[config.mk]
export PLATFORM = sky130hd
export DESIGN_NAME = mlfq_scheduler_with_io_wait_flat
export DESIGN_NICKNAME = d
export VERILOG_FILES = /design/src/design/mlfq_pkg.sv /design/src/design/mlfq_if.sv /design/src/design/mlfq_pick.sv /design/src/design/mlfq_core.sv /design/src/design/mlfq_scheduler_with_io_wait.sv /design/src/flat_wrapper.sv
export SDC_FILE = /design/constraint.sdc
export NUM_CORES = 1
export LEC_CHECK = 0
export ABC_AREA = 1
export BUFFER_PORTS_ARGS = -buffer_cell sky130_fd_sc_hd__buf_2
export CORE_ASPECT_RATIO = 0.7
export CORE_MARGIN = 4
export CORE_UTILIZATION = 30
export CTS_BUF_LIST = sky130_fd_sc_hd__clkbuf_4 sky130_fd_sc_hd__clkbuf_8
export DETAILED_ROUTE_END_ITERATION = 6
export GPL_TIMING_DRIVEN = 0
export SETUP_SLACK_MARGIN = 0.05
export SLEW_MARGIN = 20
export SYNTH_ARGS = -nofsm -noshare
export SYNTH_HDL_FRONTEND = slang
export SYNTH_SLANG_ARGS = --single-unit
[constraint.sdc]
create_clock -name clk -period 5.1 [get_ports clk]
set_input_delay 0.765 -clock clk [delete_from_list [all_inputs] [get_ports clk]]
set_output_delay 0.765 -clock clk [all_outputs]
set_load 0.05 [all_outputs]
[src/design/mlfq_pkg.sv]
package mlfq_pkg;

	// Scheduler dimensions.
	localparam int NUM_LEVELS = 5;
	localparam int MAX_PROCS = 16;
	localparam int NQ = NUM_LEVELS + 1;
	localparam int WAITQ = NUM_LEVELS;

	// Field widths.
	localparam int PID_W = 4;
	localparam int LVL_W = 3;
	localparam int RT_W = 11;
	localparam int REM_W = RT_W + 1;
	localparam int QIDX_W = $clog2(NQ);
	localparam int CNT_W = $clog2(MAX_PROCS + 1);

	// Request codes.
	localparam logic ACT_TICK = 1'b0;
	localparam logic ACT_ADMIT = 1'b1;
	localparam logic [2:0] PHASE_START = 3'd4;
	localparam logic [2:0] PHASE_END = 3'd1;

	typedef logic [PID_W-1:0] pid_t;
	typedef logic [LVL_W-1:0] lvl_t;
	typedef logic [QIDX_W-1:0] qidx_t;
	typedef logic [CNT_W-1:0] cnt_t;
	typedef logic signed [REM_W-1:0] rem_t;

	localparam rem_t REM_MIN = {1'b1, {(REM_W-1){1'b0}}};

	typedef struct packed {
		logic action;
		logic [3:0] proc_id;
		logic [10:0] run_time;
		logic io_request;
		logic [1:0] io_ticks;
		logic [2:0] burst_phase;
	} cmd_t;

	typedef struct packed {
		logic run_valid;
		logic [3:0] run_id;
		logic [2:0] run_level;
		logic exited_valid;
		logic [3:0] exited_id;
		logic io_done_valid;
		logic [3:0] io_done_id;
		logic all_idle;
	} res_t;

	// One process entry of the slot memory.
	typedef struct packed {
		lvl_t level;
		rem_t remaining;
		logic [1:0] wait_left;
	} proc_ent_t;

	// Result of a priority search over the run queues.
	typedef struct packed {
		logic found;
		lvl_t level;
	} pick_t;

endpackage

[src/design/mlfq_if.sv]
interface mlfq_cmd_if;
	import mlfq_pkg::*;
	logic valid;
	logic ready;
	cmd_t payload;
	modport source(output valid, output payload, input ready);
	modport sink(input valid, input payload, output ready);
endinterface

interface mlfq_res_if;
	import mlfq_pkg::*;
	logic valid;
	logic ready;
	res_t payload;
	modport source(output valid, output payload, input ready);
	modport sink(input valid, input payload, output ready);
endinterface

[src/design/mlfq_pick.sv]
module mlfq_pick (
	input mlfq_pkg::cnt_t cnt [mlfq_pkg::NQ],
	output mlfq_pkg::pick_t pick
);
	import mlfq_pkg::*;

	// The highest-numbered non-empty run level wins.
	always_comb begin
		pick = '0;
		for (int l = 0; l < NUM_LEVELS; l++) begin
			if (cnt[l] != '0) begin
				pick.found = 1'b1;
				pick.level = lvl_t'(l);
			end
		end
	end
endmodule

[src/design/mlfq_core.sv]
module mlfq_core (
	input logic clk,
	input logic arst_n,
	input logic start,
	input mlfq_pkg::cmd_t cmd,
	input logic slot_free,
	output logic idle,
	output logic done,
	output mlfq_pkg::res_t res
);
	import mlfq_pkg::*;

	typedef enum logic [3:0] {
		S_IDLE, S_ADMIT, S_WAIT_RD, S_WAIT_UPD, S_SEL,
		S_RUN_RD, S_RUN_UPD, S_RESEL, S_IO_RUN, S_FINISH
	} state_t;

	state_t state_q, state_n;
	cmd_t cmd_q, cmd_n;
	res_t res_q, res_n;
	pid_t head_q [NQ], head_n [NQ];
	pid_t tail_q [NQ], tail_n [NQ];
	cnt_t cnt_q [NQ], cnt_n [NQ];
	logic [MAX_PROCS-1:0] resident_q, resident_n;
	lvl_t sel_lvl_q, sel_lvl_n;
	logic sel_live_q, sel_live_n;
	logic first_q, first_n;
	logic just_exited_q, just_exited_n;
	logic act_q, act_n;
	pid_t p_q, p_n;

	// Slot memories and their read ports.
	proc_ent_t proc_mem [MAX_PROCS];
	pid_t link_mem [MAX_PROCS];
	proc_ent_t proc_rd_q;
	pid_t link_rd_q;
	logic rd_en;
	pid_t rd_addr;
	logic proc_we;
	pid_t proc_wa;
	proc_ent_t proc_wd;
	logic link_we;
	pid_t link_wa;
	pid_t link_wd;

	pick_t pick;
	logic all_empty;

	mlfq_pick u_pick (
		.cnt(cnt_q),
		.pick(pick)
	);

	// All queues empty, taken from the registered counts.
	always_comb begin
		all_empty = 1'b1;
		for (int q = 0; q < NQ; q++) begin
			if (cnt_q[q] != '0) all_empty = 1'b0;
		end
	end

	assign idle = (state_q == S_IDLE);
	assign done = (state_q == S_FINISH) && slot_free;

	always_comb begin
		res = res_q;
		res.all_idle = all_empty;
	end

	// Sequencer: each state does at most one pop and one push on the link memory.
	always_comb begin
		pid_t w;
		qidx_t s;
		qidx_t lq;
		lvl_t lvl_new;
		rem_t rem_new;
		logic [1:0] wait_new;
		logic io_start;

		state_n = state_q;
		cmd_n = cmd_q;
		res_n = res_q;
		head_n = head_q;
		tail_n = tail_q;
		cnt_n = cnt_q;
		resident_n = resident_q;
		sel_lvl_n = sel_lvl_q;
		sel_live_n = sel_live_q;
		first_n = first_q;
		just_exited_n = just_exited_q;
		act_n = act_q;
		p_n = p_q;
		rd_en = 1'b0;
		rd_addr = '0;
		proc_we = 1'b0;
		proc_wa = '0;
		proc_wd = '0;
		link_we = 1'b0;
		link_wa = '0;
		link_wd = '0;
		w = head_q[WAITQ];
		s = qidx_t'(sel_lvl_q);
		lq = '0;
		lvl_new = '0;
		rem_new = '0;
		wait_new = '0;
		io_start = cmd_q.io_request && (cmd_q.burst_phase == PHASE_START);

		unique case (state_q)
			S_IDLE: begin
				if (start) begin
					cmd_n = cmd;
					res_n = '0;
					state_n = (cmd.action == ACT_ADMIT) ? S_ADMIT : S_WAIT_RD;
				end
			end
			S_ADMIT: begin
				// A new process enters run level 0 unless its slot is taken.
				if (!resident_q[cmd_q.proc_id]) begin
					resident_n[cmd_q.proc_id] = 1'b1;
					proc_we = 1'b1;
					proc_wa = cmd_q.proc_id;
					proc_wd.level = '0;
					proc_wd.remaining = rem_t'({1'b0, cmd_q.run_time});
					proc_wd.wait_left = '0;
					if (cnt_q[0] == '0) begin
						head_n[0] = cmd_q.proc_id;
					end else begin
						link_we = 1'b1;
						link_wa = tail_q[0];
						link_wd = cmd_q.proc_id;
					end
					tail_n[0] = cmd_q.proc_id;
					cnt_n[0] = cnt_q[0] + cnt_t'(1);
				end
				state_n = S_FINISH;
			end
			S_WAIT_RD: begin
				rd_en = 1'b1;
				rd_addr = w;
				state_n = S_WAIT_UPD;
			end
			S_WAIT_UPD: begin
				// The wait-queue head counts down and returns to its run level at zero.
				if (cnt_q[WAITQ] != '0) begin
					wait_new = proc_rd_q.wait_left - 2'd1;
					proc_we = 1'b1;
					proc_wa = w;
					proc_wd = proc_rd_q;
					proc_wd.wait_left = wait_new;
					if (wait_new == '0) begin
						head_n[WAITQ] = link_rd_q;
						cnt_n[WAITQ] = cnt_q[WAITQ] - cnt_t'(1);
						lq = qidx_t'(proc_rd_q.level);
						if (cnt_n[lq] == '0) begin
							head_n[lq] = w;
						end else begin
							link_we = 1'b1;
							link_wa = tail_n[lq];
							link_wd = w;
						end
						tail_n[lq] = w;
						cnt_n[lq] = cnt_n[lq] + cnt_t'(1);
						res_n.io_done_valid = 1'b1;
						res_n.io_done_id = w;
					end
				end
				state_n = S_SEL;
			end
			S_SEL: begin
				if (cmd_q.burst_phase == PHASE_START || first_q || just_exited_q ||
						!sel_live_q) begin
					sel_live_n = pick.found;
					if (pick.found) sel_lvl_n = pick.level;
					just_exited_n = 1'b0;
				end
				state_n = S_RUN_RD;
			end
			S_RUN_RD: begin
				p_n = head_q[s];
				act_n = sel_live_q && (cnt_q[s] != '0);
				rd_en = 1'b1;
				rd_addr = head_q[s];
				state_n = S_RUN_UPD;
			end
			S_RUN_UPD: begin
				if (io_start) begin
					// The selected process leaves for the wait queue one level up.
					if (act_q) begin
						head_n[s] = link_rd_q;
						cnt_n[s] = cnt_q[s] - cnt_t'(1);
						if (cnt_n[WAITQ] == '0) begin
							head_n[WAITQ] = p_q;
						end else begin
							link_we = 1'b1;
							link_wa = tail_n[WAITQ];
							link_wd = p_q;
						end
						tail_n[WAITQ] = p_q;
						cnt_n[WAITQ] = cnt_n[WAITQ] + cnt_t'(1);
						proc_we = 1'b1;
						proc_wa = p_q;
						proc_wd = proc_rd_q;
						proc_wd.wait_left = cmd_q.io_ticks;
						if (proc_rd_q.level < lvl_t'(NUM_LEVELS - 1))
							proc_wd.level = proc_rd_q.level + lvl_t'(1);
					end
					state_n = S_RESEL;
				end else begin
					// The process runs one tick; at burst end it exits or requeues.
					if (act_q) begin
						res_n.run_valid = 1'b1;
						res_n.run_id = p_q;
						res_n.run_level = sel_lvl_q;
						lvl_new = proc_rd_q.level;
						if (cmd_q.burst_phase == PHASE_END && proc_rd_q.level != '0)
							lvl_new = proc_rd_q.level - lvl_t'(1);
						rem_new = proc_rd_q.remaining;
						if (proc_rd_q.remaining != REM_MIN)
							rem_new = proc_rd_q.remaining - rem_t'(1);
						proc_we = 1'b1;
						proc_wa = p_q;
						proc_wd = proc_rd_q;
						proc_wd.level = lvl_new;
						proc_wd.remaining = rem_new;
						if (cmd_q.burst_phase == PHASE_END) begin
							head_n[s] = link_rd_q;
							cnt_n[s] = cnt_q[s] - cnt_t'(1);
							if (rem_new[REM_W-1] || rem_new == '0) begin
								resident_n[p_q] = 1'b0;
								res_n.exited_valid = 1'b1;
								res_n.exited_id = p_q;
								just_exited_n = 1'b1;
							end else begin
								lq = qidx_t'(lvl_new);
								if (cnt_n[lq] == '0) begin
									head_n[lq] = p_q;
								end else begin
									link_we = 1'b1;
									link_wa = tail_n[lq];
									link_wd = p_q;
								end
								tail_n[lq] = p_q;
								cnt_n[lq] = cnt_n[lq] + cnt_t'(1);
							end
						end
					end
					state_n = S_FINISH;
				end
			end
			S_RESEL: begin
				sel_live_n = pick.found;
				if (pick.found) sel_lvl_n = pick.level;
				state_n = S_IO_RUN;
			end
			S_IO_RUN: begin
				if (sel_live_q && cnt_q[s] != '0) begin
					res_n.run_valid = 1'b1;
					res_n.run_id = head_q[s];
					res_n.run_level = sel_lvl_q;
				end
				state_n = S_FINISH;
			end
			S_FINISH: begin
				if (cmd_q.action == ACT_TICK) first_n = 1'b0;
				if (slot_free) state_n = S_IDLE;
			end
			default: state_n = S_IDLE;
		endcase
	end

	// Control state and result.
	always_ff @(posedge clk or negedge arst_n) begin
		if (!arst_n) begin
			state_q <= S_IDLE;
			cmd_q <= '0;
			res_q <= '0;
			for (int q = 0; q < NQ; q++) begin
				head_q[q] <= '0;
				tail_q[q] <= '0;
				cnt_q[q] <= '0;
			end
			resident_q <= '0;
			sel_lvl_q <= '0;
			sel_live_q <= 1'b0;
			first_q <= 1'b1;
			just_exited_q <= 1'b0;
			act_q <= 1'b0;
			p_q <= '0;
		end else begin
			state_q <= state_n;
			cmd_q <= cmd_n;
			res_q <= res_n;
			head_q <= head_n;
			tail_q <= tail_n;
			cnt_q <= cnt_n;
			resident_q <= resident_n;
			sel_lvl_q <= sel_lvl_n;
			sel_live_q <= sel_live_n;
			first_q <= first_n;
			just_exited_q <= just_exited_n;
			act_q <= act_n;
			p_q <= p_n;
		end
	end

	// Slot memories with a registered read port.
	always_ff @(posedge clk) begin
		if (proc_we) proc_mem[proc_wa] <= proc_wd;
		if (link_we) link_mem[link_wa] <= link_wd;
		if (rd_en) begin
			proc_rd_q <= proc_mem[rd_addr];
			link_rd_q <= link_mem[rd_addr];
		end
	end
endmodule

[src/design/mlfq_scheduler_with_io_wait.sv]
// Multilevel feedback scheduler with an IO wait queue.
// Requests arrive on the cmd channel and results leave on the res channel,
// both valid/ready; a request is taken when valid and ready are high at a
// rising clock edge. Every request yields exactly one result.
// An admit request passes through the admit and finish states. A tick
// request walks the wait-queue read and update, selection, run read and run
// update states, plus a reselection and an IO run state when an IO request
// at burst start forces a second selection, before it finishes. Each queue
// step goes through the slot memory with one registered read.
// One request is worked at a time; cmd.ready is high while the sequencer is
// idle. A finished result sits in an output register, so the next request is
// accepted while the receiver stalls; the sequencer then holds its next
// result until the register is free.
// Reset clears all queues, the selection state and the output register; the
// slot memory itself is not cleared, since entries are written on admit
// before they are read.
module mlfq_scheduler_with_io_wait (
	input logic clk,
	input logic arst_n,
	mlfq_cmd_if.sink cmd,
	mlfq_res_if.source res
);
	import mlfq_pkg::*;

	logic core_idle;
	logic core_done;
	res_t core_res;
	logic slot_free;
	logic out_valid_q;
	res_t out_res_q;

	assign slot_free = !out_valid_q || res.ready;
	assign cmd.ready = core_idle;
	assign res.valid = out_valid_q;
	assign res.payload = out_res_q;

	mlfq_core u_core (
		.clk(clk),
		.arst_n(arst_n),
		.start(cmd.valid && core_idle),
		.cmd(cmd.payload),
		.slot_free(slot_free),
		.idle(core_idle),
		.done(core_done),
		.res(core_res)
	);

	// Output register.
	always_ff @(posedge clk or negedge arst_n) begin
		if (!arst_n) begin
			out_valid_q <= 1'b0;
			out_res_q <= '0;
		end else begin
			if (core_done) begin
				out_valid_q <= 1'b1;
				out_res_q <= core_res;
			end else if (res.ready) begin
				out_valid_q <= 1'b0;
			end
		end
	end
endmodule
[src/flat_wrapper.sv]
// flat-port wrapper written by rule: the top's interface ports become plain ports
module mlfq_scheduler_with_io_wait_flat import mlfq_pkg::*;
  (clk, arst_n, cmd_valid, cmd_payload, cmd_ready, res_valid, res_payload, res_ready);
  mlfq_cmd_if cmd_i ();
  mlfq_res_if res_i ();
  input logic clk;
  input logic arst_n;
  input wire logic [$bits(cmd_i.valid)-1:0] cmd_valid;
  input wire logic [$bits(cmd_i.payload)-1:0] cmd_payload;
  output wire logic [$bits(cmd_i.ready)-1:0] cmd_ready;
  output wire logic [$bits(res_i.valid)-1:0] res_valid;
  output wire logic [$bits(res_i.payload)-1:0] res_payload;
  input wire logic [$bits(res_i.ready)-1:0] res_ready;
  assign cmd_i.valid = cmd_valid;
  assign cmd_i.payload = cmd_payload;
  assign cmd_ready = cmd_i.ready;
  assign res_valid = res_i.valid;
  assign res_payload = res_i.payload;
  assign res_i.ready = res_ready;
  mlfq_scheduler_with_io_wait u_core (.clk(clk), .arst_n(arst_n), .cmd(cmd_i), .res(res_i));
endmodule
# Yosys cells after proc, flatten, opt, wreduce, memory -nomap -nowiden
# Memory sizes are Yosys's and may differ from the RTL's. A register that Yosys moved wholly into a read port is not among the register bits.
# Index checks and enable logic that the tools add are counted.
[totals]
regBits = 169
input_bits = 26
memories = 2
ramBits = 336
[op_classes]
magnitude_cmp = 11
n_reduce_logical = 59
bitwise_logic = 7
n_eq_ne = 28
n_mux = 193
addsub = 10
[mem_list]
columns = ["name", "words", "width", "rd", "rd_clocked_by_memory_dff", "write_ports", "line_no", "rtl"]
rows = [
  ["u_core.u_core.proc_mem", 16, 17, 1, 1, 1, "mlfq_core.sv:33", "proc_ent_t proc_mem [MAX_PROCS];"],
  ["u_core.u_core.link_mem", 16, 4, 1, 1, 1, "mlfq_core.sv:34", "pid_t link_mem [MAX_PROCS];"],
]
[ops]
columns = ["operator", "count"]
rows = [
  ["24-bit 2-to-1 mux", 14],
  ["30-bit 2-to-1 mux", 7],
  ["4-bit 2-to-1 mux", 50],
  ["24-bit bitwise mux", 5],
  ["30-bit bitwise mux", 3],
  ["16-bit 2-to-1 mux", 5],
  ["20-bit one-hot mux with 2 select lines", 2],
  ["5-bit 2-to-1 mux", 14],
  ["17-bit 2-to-1 mux", 4],
  ["4-bit one-hot mux with 3 select lines", 5],
  ["17-bit one-hot mux with 3 select lines", 1],
  ["25-bit one-hot mux with 2 select lines", 1],
  ["12-bit 2-to-1 mux", 4],
  ["5-bit binary-select mux with 3-bit select", 3],
  ["5-bit demux with 3-bit select", 3],
  ["13-bit 2-to-1 mux", 3],
  ["1-bit 2-to-1 mux", 37],
  ["4-bit binary-select mux with 3-bit select", 3],
  ["4-bit demux with 3-bit select", 3],
  ["4-bit one-hot mux with 9 select lines", 1],
  ["6-bit AND reduction", 6],
  ["5-bit nonzero test", 7],
  ["16-bit one-hot mux with 2 select lines", 1],
  ["2-bit inequality test, second input constant", 14],
  ["53 further kinds", 112],
]

# Longest topological paths before layout
# Gate-level depths: netlist of run 1.
[logic_depth]
word_depth = 19
depth_mapped = 26
depth_no_buf = 24

# Modules after synthesis
# A second synthesis of run 1 with hierarchy kept.
[hier_totals]
hier_cells = 3121
area_unflattened_um2 = 27249.9
[by_module_without_submodules]
columns = ["mod", "area_each_um2", "n_inst", "cells_per_inst"]
rows = [
  ["mlfq_core", 26331.5, 1, 3006],
  ["mlfq_scheduler_with_io_wait", 785.8, 1, 87],
  ["mlfq_pick", 132.6, 1, 28],
]

# Least setup slack after synthesis of run 1
# Ideal clock, no wire load.
[synth_path]
path_kind = "flip-flop to flip-flop"
from = "reg, netlist name u_core.u_core.proc_rd_q[14]"
to = "mem u_core.u_core.link_mem[12][0] in the netlist's numbering (enable)"
setup_ns = 0.329
setup_slack_ns = 1.215
n_path_buf = 2
required_time_ns = 4.771
stages_incl_launch_ff = 23
arrival_time_ns = 3.556
path_cell_list = "edfxtp_1 -> buf_4 -> inv_2 -> buf_1 -> ha_1 -> nand2_1 -> nand2_4 -> xor2_1 -> nor3_1 -> inv_1 -> o22ai_1 -> nor3_1 -> ha_1 -> nand3_1 -> inv_2 -> nand3_4 -> nand2_2 -> nand2_4 -> nand2_1 -> nand2_2 -> nor2_2 -> nand2_2 -> nor2_1"
[synth_via]
elab_chain_cells = 19
elab_cells_between_ends = 43
classes_between = "add/sub (1); mux (36); bitwise (2); reduce/logical (4)"
[synth_rtl]
columns = ["item", "line_no"]
rows = [
  ["parallel branches: the longest is 19 deep, another holds 3-bit by 1-bit subtractor with 3-bit output", "-"],
  ["end: declaration", "mlfq_core.sv:34"],
]
# Parallel ways; which one is timed is not known. The select of a mux whose other input is x is not followed.

# Worst setup path in the final report of run 1
[layout_path]
from = "reg, netlist name u_core.u_core.proc_rd_q[14]"
to = "mem u_core.u_core.link_mem[3][2] in the netlist's numbering (data pin)"
[layout_via]
elab_chain_cells = 17
elab_cells_between_ends = 26
classes_between = "add/sub (1); mux (19); bitwise (2); reduce/logical (4)"
[layout_rtl]
columns = ["item", "line_no", "rtl"]
rows = [
  ["parallel branches: the longest is 16 deep, another holds 3-bit by 1-bit subtractor with 3-bit output", "-", ""],
  ["4-bit one-hot mux with 3 select lines *", "mlfq_core.sv:109", "unique case (state_q)"],
  ["net u_core.u_core.link_wd[2]", "mlfq_core.sv:44", "pid_t link_wd;"],
]
# Mark *: on every way through the listed nets, which the timed path passes. The select of a mux whose other input is x is not followed.

==> results of run 1 <==
flip-flops by register name (all words and copies together), names as in the netlist, 4 cells and up:
register	count
u_core.u_core.link_mem	64
u_core.u_core.res	18
u_core.u_core.state_q	4
u_core.u_core.resident_q	16
u_core.u_core.p_q	4
u_core.u_core.tail_q	24
u_core.res.payload	19
u_core.u_core.cnt_q	30
u_core.u_core.link_rd_q	4
u_core.u_core.head_q	24
u_core.u_core.proc_mem	272
u_core.u_core.cmd_q	22
u_core.u_core.proc_rd_q	17
kinds of logic after synthesis:
kind of cell	count (synthesis)
flops	526
mux	6
buf+inv	537
fa+ha+maj	16
simple gates	1171
xor+xnor	20
compound gates	773
stage by stage:
stage          hold slack [ns]  setup slack, ns  std cells  cell area [um2]  setup TNS, ns
2_1_floorplan           0.4428            1.215       3049            26880              0
3_3_place_gp            0.4516          -0.8427       4257            28560         -70.75
3_5_place_dp            0.4582          -0.2465       4284            29060         -7.896
4_1_cts                0.02291          0.08076       4450            30910              0
5_1_grt                0.07671          0.04972       4459            31130              0
6_report               0.01789           0.1942       4459            31130              0
area by class of cell:
cell class | instances | share of cell area
diodes | 2 | 0.0001608
plain buffers | 124 | 0.01712
clock inverters | 39 | 0.008401
clock buffers | 126 | 0.05008
multi-input cells | 1986 | 0.3278
well taps | 1162 | 0.04671
repair buffers | 81 | 0.01933
flip-flops and latches | 526 | 0.4803
inverters | 413 | 0.05008
layout by cell type, fill, tap and decap left out, types with 66 or more instances in the layout:
| cell | netlist | layout |
|---|---|---|
| o211ai_1 | 99 | 99 |
| nand3_1 | 241 | 241 |
| nor2_1 | 223 | 191 |
| a21oi_1 | 247 | 246 |
| o21ai_0 | 304 | 302 |
| edfxtp_1 | 357 | 357 |
| dfrtp_1 | 168 | 168 |
| clkbuf_1 | 90 | 90 |
| clkbuf_8 | 0 | 98 |
| inv_1 | 390 | 390 |
| nand2_1 | 623 | 619 |
| buf_2 | 21 | 66 |
critical path: stages (launching register included):
cell	delay (ns)
edfxtp_1	0.48
buf_4	0.26
inv_2	0.14
nand2_2	0.31
inv_1	0.21
nand2_1	0.25
o221ai_1	0.18
nor3_1	0.35
inv_1	0.29
ha_1	0.27
nand2_1	0.08
nor2_1	0.04
nand2_1	0.23
inv_1	0.12
nor2_1	0.37
inv_1	0.25
o221ai_2	0.69
routing by layer:
layer,vias up,global-route usage,wire length (um)
met2,1588,0.2749,39290
li1,10790,-,-
met3,191,0.09127,16590
met4,6,0.05177,2292
met1,11690,0.3368,48480
met5,-,0,46
how the worst max path moves through the flow:
stage                                            from                            end  slack (ns)  cells past startpoint
final                     u_core.u_core.proc_rd_q[14]   u_core.u_core.link_mem[3][2]        0.19                     16
after global routing      u_core.u_core.proc_rd_q[14]   u_core.u_core.link_mem[6][0]        0.05                     25
after CTS                 u_core.u_core.proc_rd_q[14]   u_core.u_core.link_mem[1][3]        0.08                     22
after detailed placement  u_core.u_core.proc_rd_q[14]   u_core.u_core.link_mem[0][2]       -0.25                     23
after global placement        u_core.u_core.cmd_q[18]   u_core.u_core.proc_mem[0][1]       -0.84                     12
after floorplan           u_core.u_core.proc_rd_q[14]  u_core.u_core.link_mem[12][0]        1.22                     22
timing repair:
action                     in CTS  in global routing
resized for setup               4                 41
setup buffers                   1                  7
pin swaps                       1                  0
setup endpoints to repair      64                103
power by group through the flow:
stage          Clock, uW  Combinational [uW]  Sequential, uW
2_1_floorplan          0                4680            6330
3_3_place_gp           0                7960            6420
3_5_place_dp           0                8180            6390
4_1_cts             4000                8230            6320
5_1_grt             4190                9320            6410
6_report            3950                8800            6350
==> impl_metrics.yaml, run 1 <==
status:
  status: "finished, violations left"
  violations: "design-rule violations"
critical_path:
  end_kind: "flip-flop"
  required_ns: 5.48
  crit_path_max_fanout: 16
  cp-start-kind: "flip-flop"
  regToRegSetupSlack_ns: 0.19
  crit_type: "reg -> reg"
  r2r_end: "u_core.u_core.link_mem[3][2]"
  reg2regPathDepth: 16
  timing.rr.start: "u_core.u_core.proc_rd_q[14]"
  arrival_ns: 5.29
synthesis:
  synth_top_area_frac: 0.3988
  syn-cell-area_um2: 26880
  synth_compound_area_frac: 0.1650
  yosysWarnings: 0
  synth_cell_types: 62
  synth_top_family_by_area: "simple AND/OR/NAND/NOR gates"
  synth_xor_area_frac: 0.007215
  yosys.area_share.adder: 0.007448
  yosysTopAreaCell: "edfxtp_1"
  synthFlopType: "edfxtp_1"
  synth_top_cells_by_count: "623 x nand2_1, 390 x inv_1, 357 x edfxtp_1, 304 x o21ai_0, 247 x a21oi_1"
  ys_top_cells_by_area: "edfxtp_1 40%, dfrtp_1 16%, nand2_1 8.7%"
  yosysMostFrequentCell: "nand2_1"
  ys_ff_latch: 526
  synth_nets: 3091
  synthCells: 3049
  syn_avg_cell_area_um2: 8.816
  seq_area_frac_synth: 0.5562
  synthMuxAreaShare: 0.002234
  synth_edf_count: 357
  synthArstFlopShare: 0.3213
  synthSimpleGateAreaFrac: 0.1843
drt:
  vias: 24260
  drtIter0Drc: 3685
  avgViaCountPerCell: 5.441
  routed_wirelength_um: 106700
  drtAntennaViolNets: 0
  route.detailed.drc: 9
  drt-pass1-iter-count: 7
  wl_per_cell_um: 23.93
finish:
  n_fill_cell: 9027
  fin_util: 0.3518
  regArea_um2: 14950
  syn_to_final_growth_pct: 15.80
  multi_input_area_um2: 10200
  final_nets: 3265
  drive_gt1_frac: 0.1135
timing:
  hold_viol_final: 0
  finalSetupViolCount: 0
  drv_slew: 0
  rsz0062_at_grt: "no"
  maxSlewHeadroom: 0.2056
  finalCritPeriodShare: 0.9619
  fin_crit_ns: 4.906
  fmax_ghz: 0.2038
  worst_slew_pin_slew_ns: 1.187
  fin_skew_ns: 0.05664
floorplan:
  ios: 47
  rows: 91
  initial_core_util: 0.3038
  die_h_um: 258.4
  die_area_um2: 94530
  core_um2: 88470
  die_w_um: 365.8
clocking:
  cts_sinks: 526
  hold_buffers: 0
  clk_latency_ns: 0.74
  cts-buffers-inserted: 91
  cts_max_path_buffers: 3
  htree_levels: 3
  clk_pin_slew_ns: 0.06
  cts_tree: "yes"
  cts_root_buffer: "clkbuf_8"
power_and_ir_drop:
  p_comb_frac: 0.461
  p_per_area_nw_per_um2: 613.6
  internal_power_uw: 9912
  total_power_uw: 19100
  seqPwrFrac: 0.332
  p_switching_uw: 9188
  peakVddDrop_mv: 0.2569
  clkPwrFrac: 0.207
  swShare: 0.4811
  leakagePower_uw: 0.01260
place:
  gp_congestion: 1.059
  port_buffers: 46
  hpwl_um: 79550
global_route:
  grt_overflow: 0
  antenna_found_initial: 4
  grt_usage: 0.2185
  grt_pass1_wl_um: 153000
  grt_start_max_net_pins: 88
  grt_pass1_vias: 21910
run:
  drv_cap: 0
min_path:
  holdCritPathClass: "in -> async"
No activity file was read; power rests on OpenSTA's default activity.
==> run 2, diff against run 1 <==
ABC_AREA = unset   (was 1)
CAP_MARGIN = 10   (was unset)
PLACE_DENSITY_LB_ADDON = 0.1   (was unset)
==> run 2 against run 1 <==
Compared with the run above: the flow now finishes without violations; register-to-register slack got worse by 0.02 ns; clock-buffer cell count decreased by 4; total power decreased by 4.7%; clock skew decreased by 0.0045 ns; core utilization increased by 1.2 points; setup slack got worse by 0.020 ns; clock power increased by 5%; largest power group unchanged; non-clock buffer count increased by 17; cell count decreased by 20%; combinational power decreased by 13%.
==> impl_metrics.yaml, run 2 <==
power_and_ir_drop:
  leakagePower_uw: 0.01146
  peakVddDrop_mv: 0.3130
  p_per_area_nw_per_um2: 579.9
  total_power_uw: 18210
place:
  gp_congestion: 0.9426
  port_buffers: 46
  dp.cells: 3358
  hpwl_um: 77920
critical_path:
  crit_type: "reg -> reg"
  path_cells: "clkbuf_4 > clkbuf_2 > buf_2 > nor3_4 > a22oi_1 > o2111ai_4 > ha_1 > and4_1 > clkbuf_2 > o31ai_4 > a211o_1 > o31a_1 > o21a_1 > nand2b_1 > nor3_4"
  cp-start-kind: "flip-flop"
  crit_path_max_fanout: 10
  arrival_ns: 5.27
  regToRegSetupSlack_ns: 0.17
  required_ns: 5.44
  end_kind: "flip-flop"
  cp_slowest_cell: "o31ai_4"
  cpPeakStageDelay_ns: 0.48
clocking:
  cts_tree: "yes"
  clk_latency_ns: 0.73
  cts_sinks: 526
  cts-buffers-inserted: 90
  cts_max_path_buffers: 3
  clk_pin_slew_ns: 0.06
  cts_root_buffer: "clkbuf_8"
  htree_levels: 3
finish:
  n_fill_cell: 8397
  drive_gt1_frac: 0.2451
  final_common_cell: "edfxtp_1"
  stdcell_count: 3548
  multi_input_area_um2: 11330
  top_register: "u_core.u_core.proc_mem"
  syn_to_final_growth_pct: 19.90
  mostFrequentLayoutCells: "357 x edfxtp_1, 234 x nand2_1, 167 x dfrtp_1"
  largest_reg_flops: 272
  regArea_um2: 14950
  reg_top3: "u_core.u_core.proc_mem: 272 flops, u_core.u_core.link_mem: 64 flops, u_core.u_core.cnt_q: 30 flops"
  final_nets: 2366
timing:
  fin_skew_ns: 0.05213
  worst_slew_pin_slew_ns: 1.189
  drv_slew: 0
  finalSetupViolCount: 0
  fin_crit_ns: 4.926
  rsz0062_at_grt: "yes"
  fmax_ghz: 0.2030
  maxSlewHeadroom: 0.2073
  hold_viol_final: 0
  finalCritPeriodShare: 0.9659
drt:
  route.detailed.drc: 0
  drt-pass1-iter-count: 5
  wl_per_cell_um: 29.84
  vias: 20520
  drtIter0Drc: 2753
  avgViaCountPerCell: 5.783
  drtAntennaViolNets: 0
  routed_wirelength_um: 105900
floorplan:
  die_w_um: 361.1
  ios: 47
  core_um2: 86370
  initial_core_util: 0.3032
  die_area_um2: 92150
  rows: 90
  die_h_um: 255.2
global_route:
  grt_start_max_net_pins: 66
  grt_pass1_vias: 19960
  antenna_found_initial: 7
  grt_overflow: 0
  grt_pass1_wl_um: 149800
  grt_usage: 0.2265
synthesis:
  synthArstFlopShare: 0.3213
  yosysWarnings: 0
  synthCells: 2133
  yosysMostFrequentCell: "edfxtp_1"
  synth_edf_count: 357
  synth_top_cells_by_count: "357 x edfxtp_1, 236 x nand2_1, 168 x dfrtp_1, 153 x nor2_1, 138 x o21ai_0"
  syn-cell-area_um2: 26180
  ys_top_cells_by_area: "edfxtp_1 41%, dfrtp_1 16%, mux4_2 7.9%"
  yosysTopAreaCell: "edfxtp_1"
  syn_avg_cell_area_um2: 12.28
  synth_nets: 2175
  seq_area_frac_synth: 0.5710
  ys_ff_latch: 526
  synthFlopType: "edfxtp_1"
  synth_cell_types: 92
  synth_top_area_frac: 0.4094
min_path:
  holdCritPathClass: "in -> reg"
status:
  status: "completed"
run:
  drv_cap: 0
run 2: cell families (layout without fill, tap and decap cells):
group                    Yosys count  in the layout  share of synthesized area
AO/OA/AOI/OAI                    533            533                     0.1348
XOR/XNOR                          21             21                   0.007024
adder cells (fa/ha/maj)           16             16                   0.007646
buffers and inverters            158            420                    0.02437
flip-flops                       526            526                     0.5710
multiplexers                     244            244                     0.1414
other                              0              3                          0
AND/OR/NAND/NOR                  635            635                     0.1138
run 2: critical path: cells and delay by family (launching register included):
kind	cells	cell delay (ns)
DFF	1	0.35
AOI/OAI and AO/OA	6	1.66
and+or+nand+nor	4	1.01
buffers and inverters	4	1.25
adders and majority gates	1	0.27
run 2: per-stage QoR:
| stage | hold slack [ns] | setup WS (ns) | util | area, um2 | TNS [ns] |
|---|---|---|---|---|---|
| floorplan | 0.4407 | 0.3065 | - | 26180 | 0 |
| global placement | 0.4602 | -1.969 | 0.3225 | 27850 | -429.84 |
| detailed placement | 0.4667 | -1.842 | 0.3317 | 28650 | -216.75 |
| CTS | 0.2356 | 0.05604 | 0.3601 | 31110 | 0 |
| global route | 0.2559 | 0.03782 | 0.3635 | 31390 | 0 |
| finish | 0.3056 | 0.1739 | 0.3635 | 31400 | 0 |
run 2: routing by layer:
layer	vias up	GRT usage	routed length (um)
met1	10590	0.3633	52280
met2	1108	0.2953	39990
met4	0	0.05239	2154
met5	-	0	0
met3	143	0.06300	11430
li1	8679	-	-
run 2: path summary, 6_finish.rpt:
kind / startpoint / endpoint / cells past startpoint
max: u_core.u_core.proc_rd_q[14] / u_core.u_core.link_mem[7][1] / 15
min: cmd_payload[5] / u_core.u_core.cmd_q[5] / 2
max reg2reg: u_core.u_core.proc_rd_q[14] / u_core.u_core.link_mem[7][1] / 15
min reg2reg: u_core.u_core.res[18] / u_core.u_core.res[18] / 1
max in group asynchronous: arst_n / u_core.u_core.resident_q[5] / 3
min in group asynchronous: arst_n / u_core.res.payload[0] / 2
run 2: what timing repair did:
item / CTS / global route
pin swaps: 21 / 15
resized for setup: 98 / 51
cloned: 0 / 0
setup endpoints to repair: 197 / 175
hold buffers: 1 / 0
setup buffers: 13 / 11
endpoints found under the hold margin: 41 / 0
run 2: final cells by class:
class	count	area share
Sequential cell	526	0.4762
Multi-Input combinational cell	1449	0.3610
Clock buffer	122	0.04890
Tap cell	1150	0.04583
Timing Repair Buffer	100	0.03368
Buffer	122	0.01777
Clock inverter	41	0.01192
Inverter	35	0.004424
Antenna cell	3	0.0002391
run 2: power breakdown:
group          switching (uW)  total, uW  leakage [uW]  internal (uW)
combinational            5080       7660       0.00484           2570
clock                    1880       4150       0.00101           2270
sequential                675       6400       0.00561           5730
total                    7640      18200        0.0115          10600
